<file path="config.mk">
export PLATFORM = sky130hd
export DESIGN_NAME = hpack_status_dynamic_table
export DESIGN_NICKNAME = d
export VERILOG_FILES = /design/src/sv/hpsdt_pkg.sv /design/src/sv/hpsdt_cell.sv /design/src/sv/hpack_status_dynamic_table.sv
export SDC_FILE = /design/constraint.sdc
export NUM_CORES = 1
export LEC_CHECK = 0
export BUFFER_PORTS_ARGS = -buffer_cell sky130_fd_sc_hd__clkbuf_2
export CORE_MARGIN = 4
export CORE_UTILIZATION = 35
export DETAILED_ROUTE_END_ITERATION = 7
export PLACE_DENSITY = 0.59
export SYNTH_ARGS = -nofsm -noshare
export SYNTH_HDL_FRONTEND = slang
export SYNTH_SLANG_ARGS = --single-unit
</file>
<file path="constraint.sdc">
create_clock -name clk -period 5.5 [get_ports clk]
set_input_delay 0.55 -clock clk [delete_from_list [all_inputs] [get_ports clk]]
set_output_delay 0.55 -clock clk [all_outputs]
set_load 0.005 [all_outputs]
</file>
<file path="src/sv/hpsdt_pkg.sv">
`timescale 1ns / 1ps
// ----------------------------------------------------------------------------
// hpsdt_pkg
// Types and constants shared by the :status dynamic table coder and its cells.
// ----------------------------------------------------------------------------
package hpsdt_pkg;

	// field widths
	localparam int STATUS_W = 10;
	localparam int SIZE_W   = 31;
	localparam int KIND_W   = 3;
	localparam int INDEX_W  = 7;
	localparam int COUNT_W  = 5;
	localparam int BYTES_W  = 10;

	// entry cost: name (7) + three digits (3) + overhead (32)
	localparam int unsigned ENTRY_COST = 42;

	// index constants
	localparam int unsigned STATIC_STATUS_INDEX = 8;
	localparam int unsigned DYN_INDEX_BASE      = 62;

	// status range and the statically indexed code
	localparam logic [STATUS_W-1:0] STATUS_MIN    = 10'd100;
	localparam logic [STATUS_W-1:0] STATUS_MAX    = 10'd999;
	localparam logic [STATUS_W-1:0] STATUS_STATIC = 10'd200;

	// budget loaded at power-up
	localparam logic [SIZE_W-1:0] BUDGET_RESET = 31'd4096;

	typedef enum logic [1:0] {
		OP_ENCODE      = 2'd0,
		OP_SET_SIZE    = 2'd1,
		OP_RESET_TABLE = 2'd2
	} hpsdt_op_t;

	typedef enum logic [KIND_W-1:0] {
		KIND_REJECT   = 3'd0,
		KIND_STATIC   = 3'd1,
		KIND_DYNAMIC  = 3'd2,
		KIND_LITERAL  = 3'd3,
		KIND_SETTINGS = 3'd4
	} hpsdt_kind_t;

	typedef enum logic [1:0] {
		ST_IDLE,
		ST_CMP,
		ST_RES
	} hpsdt_state_t;

	// control broadcast to every cell
	typedef struct packed {
		logic                shift;
		logic [STATUS_W-1:0] key;
	} hpsdt_cell_ctl_t;

	// per-cell registered flags
	typedef struct packed {
		logic hit;
		logic fit;
	} hpsdt_cell_flag_t;

endpackage

</file>
<file path="src/sv/hpsdt_cell.sv">
`timescale 1ns / 1ps
// ----------------------------------------------------------------------------
// hpsdt_cell
// One table slot: holds a stored status, shifts toward the older end on
// insert, and registers its own key match and budget fit flags.
// ----------------------------------------------------------------------------
module hpsdt_cell
	import hpsdt_pkg::*;
#(
	parameter int SLOT   = 0,
	parameter int LIVE_W = 5
) (
	input  logic                    clk,
	input  hpsdt_cell_ctl_t         ctl,
	input  logic [STATUS_W-1:0]     prev_status,
	input  logic [LIVE_W-1:0]       live,
	input  logic [SIZE_W-1:0]       budget,
	output logic [STATUS_W-1:0]     status,
	output hpsdt_cell_flag_t        flag
);

	// bytes needed to keep this slot and all newer ones
	localparam logic [SIZE_W-1:0] NEED = SIZE_W'((SLOT + 1) * ENTRY_COST);

	logic [STATUS_W-1:0] status_q;
	logic                hit_q;
	logic                fit_q;

	// stored status, shifted in from the newer neighbor
	always_ff @(posedge clk) begin
		if (ctl.shift) begin
			status_q <= prev_status;
		end
	end

	// match and fit flags, refreshed every cycle
	always_ff @(posedge clk) begin
		hit_q <= (status_q == ctl.key) && (LIVE_W'(SLOT) < live);
		fit_q <= (budget >= NEED);
	end

	assign status   = status_q;
	assign flag.hit = hit_q;
	assign flag.fit = fit_q;

endmodule

</file>
<file path="src/sv/hpack_status_dynamic_table.sv">
`timescale 1ns / 1ps
// ----------------------------------------------------------------------------
// hpack_status_dynamic_table
// HPACK :status coding choice with a small dynamic table kept in a row of cells.
// ----------------------------------------------------------------------------
// A word is taken when start is high and busy is low; its result appears on
// the result ports for one cycle with done high. Busy is already low while
// done is high, so the next word may be taken then, but not before the last
// word is through. The steps are set by the sequencer and the cell row: in
// the compare state every slot registers its key match and budget fit flags;
// in the resolve state the first match and the fitting entry count are
// resolved, the table is updated and the result is registered for
// presentation. Results cannot be held off; the receiver must take done when
// it comes. The initial table size register is always ready and is loaded
// into the budget by the reset operation.
module hpack_status_dynamic_table
	import hpsdt_pkg::*;
#(
	parameter int TABLE_ENTRIES = 16
) (
	input  logic                clk,
	input  logic                arst_n,
	// command channel
	input  logic                start,
	output logic                busy,
	input  logic [1:0]          operation,
	input  logic [STATUS_W-1:0] status_code,
	input  logic [SIZE_W-1:0]   new_table_size,
	// result channel
	output logic                done,
	output logic [KIND_W-1:0]   coding_kind,
	output logic [INDEX_W-1:0]  header_index,
	output logic [STATUS_W-1:0] status_echo,
	output logic                was_inserted,
	output logic [COUNT_W-1:0]  entry_count,
	output logic [BYTES_W-1:0]  table_bytes,
	// configuration channel
	input  logic                cfg_valid,
	output logic                cfg_ready,
	input  logic [SIZE_W-1:0]   cfg_data
);

	localparam int LIVE_W = $clog2(TABLE_ENTRIES + 1);
	localparam int SLOT_W = (TABLE_ENTRIES > 1) ? $clog2(TABLE_ENTRIES) : 1;

	hpsdt_state_t        state_q, state_d;
	logic                accept;

	logic [SIZE_W-1:0]   init_size_q;
	logic [SIZE_W-1:0]   budget_q;
	logic [LIVE_W-1:0]   live_q, live_d;

	logic [1:0]          op_s1;
	logic [STATUS_W-1:0] status_s1;

	hpsdt_cell_ctl_t     cell_ctl;
	hpsdt_cell_flag_t    cell_flag [TABLE_ENTRIES];
	logic [STATUS_W-1:0] cell_status [TABLE_ENTRIES];

	logic                hit_any;
	logic [SLOT_W-1:0]   hit_slot;
	logic [LIVE_W-1:0]   live_shrunk;
	logic [LIVE_W-1:0]   live_grown;
	logic                status_ok;

	hpsdt_kind_t         kind_d;
	logic [INDEX_W-1:0]  index_d;
	logic [STATUS_W-1:0] echo_d;
	logic                ins_d;

	logic                done_q;
	hpsdt_kind_t         kind_q;
	logic [INDEX_W-1:0]  index_q;
	logic [STATUS_W-1:0] echo_q;
	logic                ins_q;
	logic [COUNT_W-1:0]  count_q;
	logic [BYTES_W-1:0]  bytes_q;

	assign accept    = start && !busy;
	assign cfg_ready = 1'b1;

	// sequencer state
	always_ff @(posedge clk or negedge arst_n) begin
		if (!arst_n) begin
			state_q <= ST_IDLE;
		end else begin
			state_q <= state_d;
		end
	end

	always_comb begin
		state_d = state_q;
		busy    = 1'b1;
		unique case (state_q)
			ST_IDLE: begin
				busy = 1'b0;
				if (start) begin
					state_d = ST_CMP;
				end
			end
			ST_CMP: begin
				state_d = ST_RES;
			end
			ST_RES: begin
				state_d = ST_IDLE;
			end
			default: begin
				state_d = ST_IDLE;
			end
		endcase
	end

	// command word capture
	always_ff @(posedge clk) begin
		if (accept) begin
			op_s1     <= operation;
			status_s1 <= status_code;
		end
	end

	// initial size register
	always_ff @(posedge clk or negedge arst_n) begin
		if (!arst_n) begin
			init_size_q <= BUDGET_RESET;
		end else if (cfg_valid && cfg_ready) begin
			init_size_q <= cfg_data;
		end
	end

	// byte budget, updated as the command is taken so cells see it next cycle
	always_ff @(posedge clk or negedge arst_n) begin
		if (!arst_n) begin
			budget_q <= BUDGET_RESET;
		end else if (accept) begin
			if (operation == OP_SET_SIZE && new_table_size != '0) begin
				budget_q <= new_table_size;
			end else if (operation == OP_RESET_TABLE) begin
				budget_q <= init_size_q;
			end
		end
	end

	// row of slot cells, slot 0 newest
	for (genvar g = 0; g < TABLE_ENTRIES; g++) begin : g_cell
		logic [STATUS_W-1:0] prev;
		if (g == 0) begin : g_head
			assign prev = status_s1;
		end else begin : g_link
			assign prev = cell_status[g-1];
		end
		hpsdt_cell #(
			.SLOT   (g),
			.LIVE_W (LIVE_W)
		) u_cell (
			.clk         (clk),
			.ctl         (cell_ctl),
			.prev_status (prev),
			.live        (live_q),
			.budget      (budget_q),
			.status      (cell_status[g]),
			.flag        (cell_flag[g])
		);
	end

	// first matching slot and entry counts that fit the budget
	always_comb begin
		hit_any     = 1'b0;
		hit_slot    = '0;
		live_shrunk = '0;
		live_grown  = '0;
		for (int k = TABLE_ENTRIES - 1; k >= 0; k--) begin
			if (cell_flag[k].hit) begin
				hit_any  = 1'b1;
				hit_slot = SLOT_W'(k);
			end
		end
		for (int k = 0; k < TABLE_ENTRIES; k++) begin
			if (cell_flag[k].fit && LIVE_W'(k) < live_q) begin
				live_shrunk = LIVE_W'(k + 1);
			end
			if (cell_flag[k].fit && LIVE_W'(k) <= live_q) begin
				live_grown = LIVE_W'(k + 1);
			end
		end
	end

	assign status_ok = (status_s1 >= STATUS_MIN) && (status_s1 <= STATUS_MAX);

	// result selection and table update
	always_comb begin
		kind_d         = KIND_REJECT;
		index_d        = '0;
		echo_d         = '0;
		ins_d          = 1'b0;
		live_d         = live_q;
		cell_ctl.key   = status_s1;
		cell_ctl.shift = 1'b0;
		case (op_s1)
			OP_ENCODE: begin
				if (!status_ok) begin
					kind_d = KIND_REJECT;
				end else if (status_s1 == STATUS_STATIC) begin
					kind_d  = KIND_STATIC;
					index_d = INDEX_W'(STATIC_STATUS_INDEX);
				end else if (hit_any) begin
					kind_d  = KIND_DYNAMIC;
					index_d = INDEX_W'(DYN_INDEX_BASE + 32'(hit_slot));
				end else begin
					kind_d  = KIND_LITERAL;
					index_d = INDEX_W'(STATIC_STATUS_INDEX);
					echo_d  = status_s1;
					ins_d   = cell_flag[0].fit;
					live_d  = live_grown;
					cell_ctl.shift = (state_q == ST_RES) && cell_flag[0].fit;
				end
			end
			OP_SET_SIZE: begin
				kind_d = KIND_SETTINGS;
				live_d = live_shrunk;
			end
			OP_RESET_TABLE: begin
				kind_d = KIND_SETTINGS;
				live_d = '0;
			end
			default: begin
				kind_d = KIND_REJECT;
			end
		endcase
	end

	// live entry count
	always_ff @(posedge clk or negedge arst_n) begin
		if (!arst_n) begin
			live_q <= '0;
		end else if (state_q == ST_RES) begin
			live_q <= live_d;
		end
	end

	// result strobe
	always_ff @(posedge clk or negedge arst_n) begin
		if (!arst_n) begin
			done_q <= 1'b0;
		end else begin
			done_q <= (state_q == ST_RES);
		end
	end

	// result word
	always_ff @(posedge clk) begin
		if (state_q == ST_RES) begin
			kind_q  <= kind_d;
			index_q <= index_d;
			echo_q  <= echo_d;
			ins_q   <= ins_d;
			count_q <= COUNT_W'(live_d);
			bytes_q <= BYTES_W'(32'(live_d) * ENTRY_COST);
		end
	end

	assign done         = done_q;
	assign coding_kind  = kind_q;
	assign header_index = index_q;
	assign status_echo  = echo_q;
	assign was_inserted = ins_q;
	assign entry_count  = count_q;
	assign table_bytes  = bytes_q;

	// checks
	a_done_follows_res: assert property (@(posedge clk) disable iff (!arst_n)
		done |-> $past(state_q == ST_RES))
		else $error("result strobe without a resolve cycle");

	a_live_bounded: assert property (@(posedge clk) disable iff (!arst_n)
		live_q <= LIVE_W'(TABLE_ENTRIES))
		else $error("live entry count above table depth");

	a_insert_is_literal: assert property (@(posedge clk) disable iff (!arst_n)
		done && was_inserted |-> coding_kind == KIND_LITERAL && live_q != '0)
		else $error("insert reported without a stored literal");

	a_insert_at_head: assert property (@(posedge clk) disable iff (!arst_n)
		done && was_inserted |-> cell_status[0] == status_echo)
		else $error("inserted status not at the newest slot");

endmodule
</file>
==> load_flow_metrics.sql, run 1 <==
INSERT INTO impl_metrics (metric_group, metric, value, unit) VALUES
('finish', 'regArea', '8501', 'sq um'),
('critical_path', 'highest_net_fanout_along_the_worst_path', '20', ''),
('logic_synthesis', 'postSynth.topFlopCell', 'edfxtp_1', ''),
('die', 'rows', '72', ''),
('timing', 'unrepaired_setup_endpoints_after_global_routing', 'no', ''),
('timing', 'finalHoldViolations', '0', ''),
('global_route', 'track_usage', '0.1360', ''),
('logic_synthesis', 'yosys.area_share.xor_xnor', '0.1057', ''),
('cts', 'cts_buffer_count', '31', ''),
('die', 'die-area', '42520', 'sq um'),
('global_route', 'grt_max_degree', '108', ''),
('global_route', 'wire_length_of_the_first_global_routing_pass', '45810', 'microns'),
('finish', 'synthToLayoutAreaGrowth', '14.97', '%'),
('finish', 'final.fill_count', '3662', ''),
('placement', 'routability_driven_placement_congestion_ratio', '0.8520', ''),
('cts', 'postCtsHoldBufs', '0', ''),
('logic_synthesis', 'synth_compound_gate_area_share', '0.08581', ''),
('run_status', 'outcome', 'finished, final reports clean', ''),
('cts', 'numClockSinks', '305', ''),
('logic_synthesis', 'synth_seq_area_share', '0.6183', ''),
('cts', 'cts.reportedPaths.clkPinSlew', '0.06', 'ns'),
('global_route', 'first_global_vias', '8529', ''),
('logic_synthesis', 'leading_area_contributor_after_synthesis', 'edfxtp_1', ''),
('timing', 'max-slew-margin-rel', '0.3674', ''),
('placement', 'post-place-cells', '1656', ''),
('logic_synthesis', 'synthesis.instances', '1067', ''),
('logic_synthesis', 'netlist.area_leader.share', '0.4477', ''),
('timing', 'tns', '0', 'ns'),
('cts', 'cts_buffer_depth', '3', ''),
('logic_synthesis', 'syn_nets', '1163', ''),
('critical_path', 'critPathLaunchType', 'flop', ''),
('placement', 'port_buffers', '113', ''),
('cts', 'h-tree-depth', '1', ''),
('critical_path', 'worst-endpoint-required', '5.82', 'ns'),
('logic_synthesis', 'yosysWarnings', '0', ''),
('finish', 'final_cells', '1714', ''),
('logic_synthesis', 'main_combinational_cell_family_by_area_after_synthesis', 'XOR/XNOR gates', ''),
('detailed_routing', 'first_pass_iters', '5', ''),
('timing', 'timing.final.max_slew_violations', '0', ''),
('finish', 'layout-drive-gt1-share', '0.1973', ''),
('logic_synthesis', 'count_of_flip_flops_with_a_built_in_enable_after_synthesis', '205', ''),
('logic_synthesis', 'post_synth_main_area_contributors', 'edfxtp_1, dfrtp_1, xnor2_1, dfxtp_1, o21ai_0', ''),
('critical_path', 'critical_path.endpoint_type', 'flop', ''),
('die', 'die_x', '206.2', 'microns'),
('cts', 'tritoncts_clock_tree', 'yes', ''),
('critical_path', 'reg2reg_from', 'g_cell[0].prev[3]', ''),
('timing', 'clock-skew-final', '0.02477', 'ns'),
('die', 'die_height', '206.2', 'microns'),
('die', 'floorplan.initialDensity', '0.3549', ''),
('finish', 'multi_input_area', '4895', 'sq um'),
('job', 'cap_viol_max_count', '0', ''),
('power', 'static-leakage-power', '5.828', 'nW'),
('timing', 'post-route-period-util', '0.8214', ''),
('logic_synthesis', 'fraction_of_the_mapped_netlist_area_in_adder_cells', '0.01693', ''),
('detailed_routing', 'detail-route-antenna-nets', '0', ''),
('placement', 'detailed_place_hpwl', '20800', 'microns'),
('timing', 'final-setup-viol-count', '0', ''),
('logic_synthesis', 'muxShareOfSynthArea', '0.04823', ''),
('cts', 'post_cts.repair.setup_buffers', '0', ''),
('detailed_routing', 'drt-initial-drc-count', '595', ''),
('cts', 'cts-root-buf', 'clkbuf_16', ''),
('critical_path', 'r2r_cells', '15', ''),
('logic_synthesis', 'synth_async_sr_flop_share', '0.2230', ''),
('logic_synthesis', 'postSynthRegisterBits', '305', ''),
('timing', 'fmax', '221.4', 'MHz'),
('timing', 'max_slew.worst_pin.slew', '0.9411', 'ns'),
('detailed_routing', 'avgRoutedWirePerCell', '16.99', 'microns'),
('die', 'core_area', '38740', 'sq um'),
('power', 'power_density', '389.6', 'nW/um^2'),
('global_route', 'antenna_found_initial', '0', ''),
('detailed_routing', 'wl', '29110', 'microns');
[synth_stat cells, drive strengths merged (8+ instances only)]
master / count
mux2: 31
nor4: 26
dfrtp: 66
ha: 17
nor2b: 8
mux2i: 31
inv: 21
clkbuf: 26
xor2: 20
nand4: 35
o21ai: 72
nor2: 31
xnor2: 146
buf: 37
a31oi: 8
nand2: 70
nand3: 21
dfxtp: 32
edfxtp: 205
and3: 12
o31ai: 9
a21oi: 21
nor3: 21
[metrics by stage]
stage / hold WS, ns / utilization / setup WS, ns / total power (W) / area, sq um
global placement: 0.4323 / 0.3836 / 1.005 / 0.004211 / 14860
CTS: 0.1375 / 0.4081 / 0.9860 / 0.006221 / 15810
floorplan: 0.2544 / - / 1.539 / 0.003842 / 13750
global route: 0.1375 / 0.4081 / 0.6661 / 0.006505 / 15810
finish: 0.1157 / 0.4081 / 0.9824 / 0.006159 / 15810
detailed placement: 0.4438 / 0.3836 / 0.9914 / 0.004240 / 14860
[worst max-delay path by stage]
stage	startpoint	to	slack (ns)	cells after the start
after floorplan	g_cell[11].u_cell.hit_q	g_cell[0].u_cell.status[0]	1.54	5
after global placement	g_cell[0].prev[3]	table_bytes[9]	1.00	15
after detailed placement	g_cell[0].prev[3]	table_bytes[9]	0.99	15
after CTS	g_cell[0].prev[3]	table_bytes[9]	0.99	15
after global routing	g_cell[7].u_cell.hit_q	table_bytes[9]	0.67	14
final	g_cell[0].prev[3]	table_bytes[9]	0.98	15
[cells by family (layout without fill, tap and decap cells)]
group | after synthesis | count (layout)
DFF | 305 | 305
xor gates and xnor gates | 166 | 166
buffers and inverters | 84 | 213
and+or+nand+nor | 249 | 249
AOI/OAI and AO/OA | 181 | 181
muxes | 62 | 62
adders and majority gates | 18 | 18
other | 2 | 2
[layer usage]
| layer | track usage | up-vias | share of wire |
|---|---|---|---|
| met5 | 0 | - | 0 |
| met3 | 0.02118 | 44 | 0.051 |
| met4 | 0.03731 | 0 | 0.022 |
| met1 | 0.1832 | 4209 | 0.44 |
| met2 | 0.2297 | 221 | 0.48 |
| li1 | - | 4127 | - |
[placed cells by master, fill, tap and decap left out, drive strengths merged, types with 31 or more instances in the layout]
cell type  instances
mux2i             31
dfrtp             66
clkbuf           158
dfxtp             32
nor2              31
mux2              31
edfxtp           205
nand4             35
nand2             70
o21ai             72
xnor2            146
[critical path, cell delays in order, from the launching register on]
cell	delay, ns
edfxtp_1	0.34
buf_4	0.33
or4b_4	0.53
nor3_4	0.45
nor4_4	0.18
mux2_4	0.36
a22oi_1	0.24
o21ai_1	0.16
ha_1	0.32
ha_1	0.30
ha_1	0.28
a21o_1	0.15
a21oi_1	0.23
o21bai_1	0.13
xnor2_1	0.15
xnor2_1	0.12
[power breakdown]
| group | switching (W) | internal (W) |
|---|---|---|
| registers | 0.000210 | 0.00266 |
| logic | 0.000764 | 0.000556 |
| clock network | 0.000871 | 0.00110 |
| total | 0.00185 | 0.00431 |
[state kept, by name, summed over array words and instances (netlist names), 10 cells and up]
| register | count |
|---|---|
| status_echo | 10 |
| g_cell.u_cell.status | 160 |
| budget_q | 30 |
| g_cell.u_cell.fit_q | 16 |
| g_cell.u_cell.hit_q | 16 |
| init_size_q | 30 |
| g_cell.prev | 10 |
[area by class of cell]
type | count | area share
clock buffers | 46 | 0.05517
repair buffers | 134 | 0.04670
inverters | 21 | 0.004987
multi-input cells | 678 | 0.3096
flip-flops and latches | 305 | 0.5378
clock inverters | 12 | 0.004749
well taps | 518 | 0.04100
Note: power is estimated with default switching activity, not from simulation.
==> run 2, diff against run 1 <==
clock period = 3.89 ns   (was 5.5 ns; I/O delays follow)
==> load_flow_metrics.sql, run 2 (same netlist as run 1, synthesis figures left out) <==
INSERT INTO impl_metrics (metric_group, metric, value, unit) VALUES
('run_status', 'outcome', 'finished, final reports clean', ''),
('finish', 'largest_register_ff_count', '160', ''),
('job', 'cap_viol_max_count', '0', ''),
('die', 'die_height', '206.2', 'microns'),
('global_route', 'track_usage', '0.1432', ''),
('critical_path', 'reg2reg_from', 'g_cell[0].prev[8]', ''),
('critical_path', 'worst-endpoint-required', '4.15', 'ns'),
('global_route', 'grt_max_degree', '71', ''),
('global_route', 'wire_length_of_the_first_global_routing_pass', '48180', 'microns'),
('critical_path', 'critical_path.endpoint_type', 'flop', ''),
('power', 'static-leakage-power', '6.466', 'nW'),
('detailed_routing', 'post-route-drc-count', '0', ''),
('cts', 'postCtsHoldBufs', '0', ''),
('cts', 'tritoncts_clock_tree', 'yes', ''),
('power', 'power_density', '598.7', 'nW/um^2'),
('die', 'die_x', '206.2', 'microns'),
('placement', 'detailed_place_hpwl', '22000', 'microns'),
('finish', 'nets', '1371', ''),
('timing', 'finalHoldViolations', '0', ''),
('timing', 'clock-skew-final', '0.009507', 'ns'),
('power', 'total_power', '0.01031', 'W'),
('timing', 'post-route-period-util', '0.9668', ''),
('critical_path', 'critical_path_arrival', '4.02', 'ns'),
('timing', 'final-setup-viol-count', '0', ''),
('timing', 'max-slew-margin-rel', '0.3351', ''),
('detailed_routing', 'drt-initial-drc-count', '553', ''),
('die', 'core_area', '38740', 'sq um'),
('timing', 'unrepaired_setup_endpoints_after_global_routing', 'yes', ''),
('global_route', 'use_met1', '0.1902', ''),
('die', 'floorplan.initialDensity', '0.3549', ''),
('detailed_routing', 'detail-route-antenna-nets', '0', ''),
('die', 'die-area', '42520', 'sq um'),
('critical_path', 'critical_path.slowest_cell', 'or4_4', ''),
('detailed_routing', 'first_pass_iters', '5', ''),
('die', 'rows', '72', ''),
('timing', 'timing.final.max_slew_violations', '0', ''),
('finish', 'layout.cells.most_common_list', 'edfxtp_1, xnor2_1, buf_4, clkbuf_2, nand2_1', ''),
('cts', 'cts_buffer_count', '34', ''),
('cts', 'numClockSinks', '305', ''),
('finish', 'synthToLayoutAreaGrowth', '25.26', '%'),
('critical_path', 'launch_point_of_the_worst_path', 'g_cell[0].prev[8]', ''),
('critical_path', 'setup.worst_path.class', 'reg -> reg', ''),
('detailed_routing', 'avgRoutedWirePerCell', '16.93', 'microns'),
('detailed_routing', 'via_per_inst', '4.964', ''),
('critical_path', 'crit_chain', 'or4_4 > nor3_4 > buf_12 > nor4_4 > buf_6 > o21a_2 > o221ai_4 > buf_6 > ha_1 > ha_4 > ha_4 > ha_4 > nand2_2 > o21bai_1 > xnor2_1 > xnor2_1', ''),
('timing', 'post-route-min-period', '3.761', 'ns'),
('cts', 'cts.reportedPaths.clkPinSlew', '0.06', 'ns'),
('cts', 'clock_insertion_delay_worst_skew', '0.51', 'ns'),
('global_route', 'use_met2', '0.2405', ''),
('placement', 'port_buffers', '113', ''),
('critical_path', 'cp_common_cell', 'ha_4', ''),
('power', 'vdd_drop_max', '0.2686', 'mV'),
('cts', 'cts-root-buf', 'clkbuf_16', ''),
('finish', 'layout-drive-gt1-share', '0.3023', ''),
('global_route', 'first_global_vias', '9065', ''),
('global_route', 'antenna_found_initial', '1', ''),
('critical_path', 'critPathLaunchType', 'flop', ''),
('timing', 'tns', '0', 'ns'),
('timing', 'fmax', '265.9', 'MHz'),
('critical_path', 'crit_path_max_cell_delay', '0.56', 'ns'),
('global_route', 'grt_most_used_layer', 'met2', ''),
('cts', 'h-tree-depth', '2', ''),
('placement', 'routability_driven_placement_congestion_ratio', '0.8602', ''),
('global_route', 'grt.overflow.total', '0', ''),
('detailed_routing', 'dr_total_vias', '9030', ''),
('finish', 'mostFrequentLayoutCell', 'edfxtp_1', ''),
('hold_path', 'hold_path_class', 'in -> async', ''),
('detailed_routing', 'wl', '30790', 'microns'),
('die', 'io_pins', '117', ''),
('timing', 'max_slew.worst_pin.slew', '0.9973', 'ns'),
('cts', 'cts_buffer_depth', '3', ''),
('global_route', 'gr-usage-met3', '0.02762', ''),
('critical_path', 'highest_net_fanout_along_the_worst_path', '4', '');
==> run 2: final timing paths <==
kind,slack [ns],endpoint,cells after the start
max in group asynchronous,3.24,live_q[0],1
hold reg to reg,0.44,state_q[1],1
hold / removal,0.009,init_size_q[16],1
setup / recovery,0.13,table_bytes[9],16
setup reg to reg,0.13,table_bytes[9],16
min in group clk,0.05,g_cell[0].prev[9],1
==> run 2: per-layer routing <==
layer	vias up	part of all wire
met3	50	0.048
met1	4436	0.45
met4	0	0.023
li1	4335	-
met5	-	0
met2	209	0.48
==> run 2: power by group <==
part / switching [W] / total, W / internal [W]
clock network: 0.00126 / 0.00323 / 0.00197
registers: 0.000213 / 0.00398 / 0.00377
logic: 0.00155 / 0.00310 / 0.00155
==> run 2: final cells by class <==
class	instances	area (sq um)
inverters	21	78.83
diodes	1	2.502
multi-input cells	678	5303
well taps	518	648.1
fillers	3560	21510
repair buffers	235	1553
flip-flops and latches	305	8504
clock buffers	42	932.1
clock inverters	19	201.4
==> run 2: what timing repair did <==
action                                  in CTS  in global routing
pin swaps                                    1                 32
gates resized for setup                     16                 64
endpoints found under the setup margin       2                  4
buffers inserted                             0                 18
==> run 2: metrics by stage <==
step	area [sq um]	setup WS (ns)	cells	hold slack [ns]	utilization
after floorplan	13750	0.04349	1067	0.09341	-
after global placement	15510	-0.1070	1739	0.4331	0.4004
after detailed placement	15510	-0.1532	1739	0.4347	0.4004
after CTS	16710	-0.008251	1800	0.02792	0.4313
after global routing	17220	-0.05457	1818	0.02904	0.4445
final	17220	0.1293	1819	0.009237	0.4446
==> run 2: worst max-delay path: cells and delay by family (launching register included) <==
family | cells | cell delay, ns
xor+xnor | 2 | 0.24
simple gates | 4 | 0.86
fa+ha+maj | 4 | 0.93
flops | 1 | 0.40
compound gates | 3 | 0.65
buf+inv | 3 | 0.45
==> run 3, diff against run 2 <==
PLACE_DENSITY = 0.57   (was 0.59)
REMOVE_ABC_BUFFERS = 1   (was not set)
clock period = 4.81 ns   (was 3.89 ns; I/O delays follow)
==> load_flow_metrics.sql, run 3 (same netlist as run 1, synthesis figures left out) <==
INSERT INTO impl_metrics (metric_group, metric, value, unit) VALUES
('run_status', 'outcome', 'finished, final reports clean', ''),
('cts', 'numClockSinks', '305', ''),
('global_route', 'wire_length_of_the_first_global_routing_pass', '47500', 'microns'),
('timing', 'timing.final.max_slew_violations', '0', ''),
('timing', 'fmax', '230.8', 'MHz'),
('die', 'floorplan.initialDensity', '0.3549', ''),
('placement', 'routability_driven_placement_congestion_ratio', '0.8475', ''),
('timing', 'postLayoutSetupSlackWorst', '0.4771', 'ns'),
('finish', 'largest_register_ff_count', '160', ''),
('critical_path', 'critical_path_arrival', '4.60', 'ns'),
('power', 'switching_power', '0.002157', 'W'),
('timing', 'post-route-min-period', '4.333', 'ns'),
('critical_path', 'launch_point_of_the_worst_path', 'live_q[4]', ''),
('critical_path', 'flop2flop_setup_slack', '0.48', 'ns'),
('hold_path', 'whs_path_depth', '1', ''),
('cts', 'cts_buffer_depth', '3', ''),
('critical_path', 'r2r_cells', '13', ''),
('die', 'core_area', '38740', 'sq um'),
('detailed_routing', 'avgRoutedWirePerCell', '17.43', 'microns'),
('critical_path', 'worst-endpoint-required', '5.08', 'ns'),
('global_route', 'grt_max_degree', '69', ''),
('cts', 'clock_insertion_delay_worst_skew', '0.52', 'ns'),
('die', 'rows', '72', ''),
('timing', 'final.hold.worst_slack', '0.1405', 'ns'),
('cts', 'postCtsHoldBufs', '0', ''),
('finish', 'nets', '1277', ''),
('timing', 'max-slew-margin-rel', '0.3107', ''),
('timing', 'clock-skew-final', '0.01721', 'ns'),
('finish', 'synthToLayoutAreaGrowth', '16.43', '%'),
('global_route', 'first_global_vias', '8641', ''),
('timing', 'finalHoldViolations', '0', ''),
('finish', 'mostFrequentLayoutCell', 'edfxtp_1', ''),
('power', 'static-leakage-power', '5.924', 'nW'),
('job', 'cap_viol_max_count', '0', ''),
('power', 'power_density', '459.5', 'nW/um^2'),
('placement', 'detailed_place_hpwl', '21830', 'microns'),
('detailed_routing', 'first_pass_iters', '8', ''),
('detailed_routing', 'via_per_inst', '5.025', ''),
('cts', 'cts_buffer_count', '35', ''),
('critical_path', 'critical_path.endpoint_type', 'flop', ''),
('cts', 'cts.reportedPaths.clkPinSlew', '0.06', 'ns'),
('cts', 'cts-root-buf', 'clkbuf_16', ''),
('timing', 'post-route-period-util', '0.9008', ''),
('timing', 'unrepaired_setup_endpoints_after_global_routing', 'no', ''),
('hold_path', 'hold_path_class', 'in -> reg', ''),
('finish', 'layout-drive-gt1-share', '0.2003', ''),
('power', 'power_report.internal_total', '0.005199', 'W'),
('finish', 'insertedDiodeCount', '0', ''),
('finish', 'layout.core_utilization', '0.4132', ''),
('critical_path', 'setup.worst_path.class', 'reg -> reg', ''),
('die', 'die_x', '206.2', 'microns'),
('critical_path', 'setup.worst_path.end', 'table_bytes[9]', ''),
('critical_path', 'crit_chain', 'or4_1 > a22o_1 > a2111oi_2 > o31ai_1 > a22oi_1 > o21ai_1 > ha_1 > ha_1 > ha_1 > a21oi_1 > o21bai_1 > xnor2_1 > xnor2_1', ''),
('finish', 'layout.cells.most_common_list', 'edfxtp_1, xnor2_1, clkbuf_2, nand2_1, o21ai_0', ''),
('detailed_routing', 'detail-route-antenna-nets', '0', ''),
('critical_path', 'critical_path.slowest_cell', 'or4_1', ''),
('global_route', 'grt.overflow.total', '0', ''),
('power', 'swShare', '0.2932', ''),
('die', 'io_pins', '117', ''),
('cts', 'h-tree-depth', '2', ''),
('global_route', 'antenna_found_initial', '1', ''),
('cts', 'post_cts.repair.setup_buffers', '0', ''),
('placement', 'port_buffers', '113', ''),
('power', 'comb_power_share', '0.216', ''),
('critical_path', 'cp_common_cell', 'ha_1', ''),
('cts', 'tritoncts_clock_tree', 'yes', ''),
('detailed_routing', 'dr_total_vias', '8674', ''),
('critical_path', 'highest_net_fanout_along_the_worst_path', '7', ''),
('die', 'die-area', '42520', 'sq um'),
('placement', 'dpl_worst_slack', '0.4404', 'ns'),
('critical_path', 'reg2reg_from', 'live_q[4]', ''),
('detailed_routing', 'post-route-drc-count', '0', ''),
('power', 'pwr-share-clk', '0.343', ''),
('timing', 'max_slew.worst_pin.slew', '1.030', 'ns'),
('global_route', 'track_usage', '0.1430', ''),
('detailed_routing', 'drt-initial-drc-count', '683', ''),
('die', 'die_height', '206.2', 'microns'),
('critical_path', 'critPathLaunchType', 'flop', ''),
('power', 'part_of_the_power_in_registers', '0.441', ''),
('detailed_routing', 'wl', '30090', 'microns'),
('critical_path', 'worst_r2r_endpoint', 'table_bytes[9]', ''),
('power', 'vdd_drop_max', '0.2415', 'mV'),
('timing', 'final-setup-viol-count', '0', ''),
('critical_path', 'crit_path_max_cell_delay', '0.76', 'ns'),
('finish', 'final.fill_count', '3692', '');
## run 3: cell count changes in the layout (fill, tap and decap cells not counted), moves of 5 or more
cell      before  now
o21ai_0       60   68
buf_6          5    0
o21ai_2        5    0
clkinv_1       5    0
ha_1           7   17
ha_4          10    0
buf_4        114   25
clkbuf_1       4   18
## run 3: worst min path at each step
stage,endpoint,start
after floorplan,budget_q[10],arst_n
after global placement,state_q[1],state_q[1]
after detailed placement,state_q[1],state_q[1]
after CTS,g_cell[0].prev[8],status_code[8]
after global routing,g_cell[0].prev[4],status_code[4]
final,g_cell[0].prev[8],status_code[8]
## run 3: area by class of cell
type / count / area (sq um) / share of cell area
Clock buffer: 57 / 1010 / 0.06308
Multi-Input combinational cell: 678 / 4895 / 0.3058
Clock inverter: 7 / 81.33 / 0.005080
Sequential cell: 305 / 8502 / 0.5311
Inverter: 21 / 78.83 / 0.004924
Timing Repair Buffer: 140 / 793.3 / 0.04955
Tap cell: 518 / 648.1 / 0.04049
## run 3: timing repair
action                                  CTS  global route
endpoints found under the hold margin     0             0
gates resized for setup                   0             1
endpoints found under the setup margin    0             1
## run 3: through the flow
step	cells	cell area (sq um)	setup TNS, ns	power (W)
2_1_floorplan	1004	13460	-221.94	0.004322
3_3_place_gp	1662	14920	0	0.004871
3_5_place_dp	1662	14920	0	0.004889
4_1_cts	1726	16010	0	0.007448
5_1_grt	1726	16010	0	0.007770
6_report	1726	16010	0	0.007356
## run 3: power by group through the flow
stage,registers [W],clock network [W],logic [W]
3_5_place_dp,0.00329,0,0.00159
5_1_grt,0.00327,0.00271,0.00179
6_report,0.00324,0.00252,0.00159
3_3_place_gp,0.00329,0,0.00158
4_1_cts,0.00324,0.00260,0.00160
2_1_floorplan,0.00335,0,0.000970
## run 3: worst max-delay path, delay by kind of cell (launching register included)
family	cells	cell delay, ns
AOI/OAI and AO/OA	7	1.60
adders and majority gates	3	0.98
and+or+nand+nor	1	0.76
DFF	1	0.46
xor gates and xnor gates	2	0.27
## run 3: routing by layer
layer	GRT usage	up-vias	part of all wire
met5	0	-	0
met1	0.1970	4216	0.45
li1	-	4155	-
met2	0.2282	269	0.47
met4	0.03850	0	0.016
met3	0.03374	34	0.071
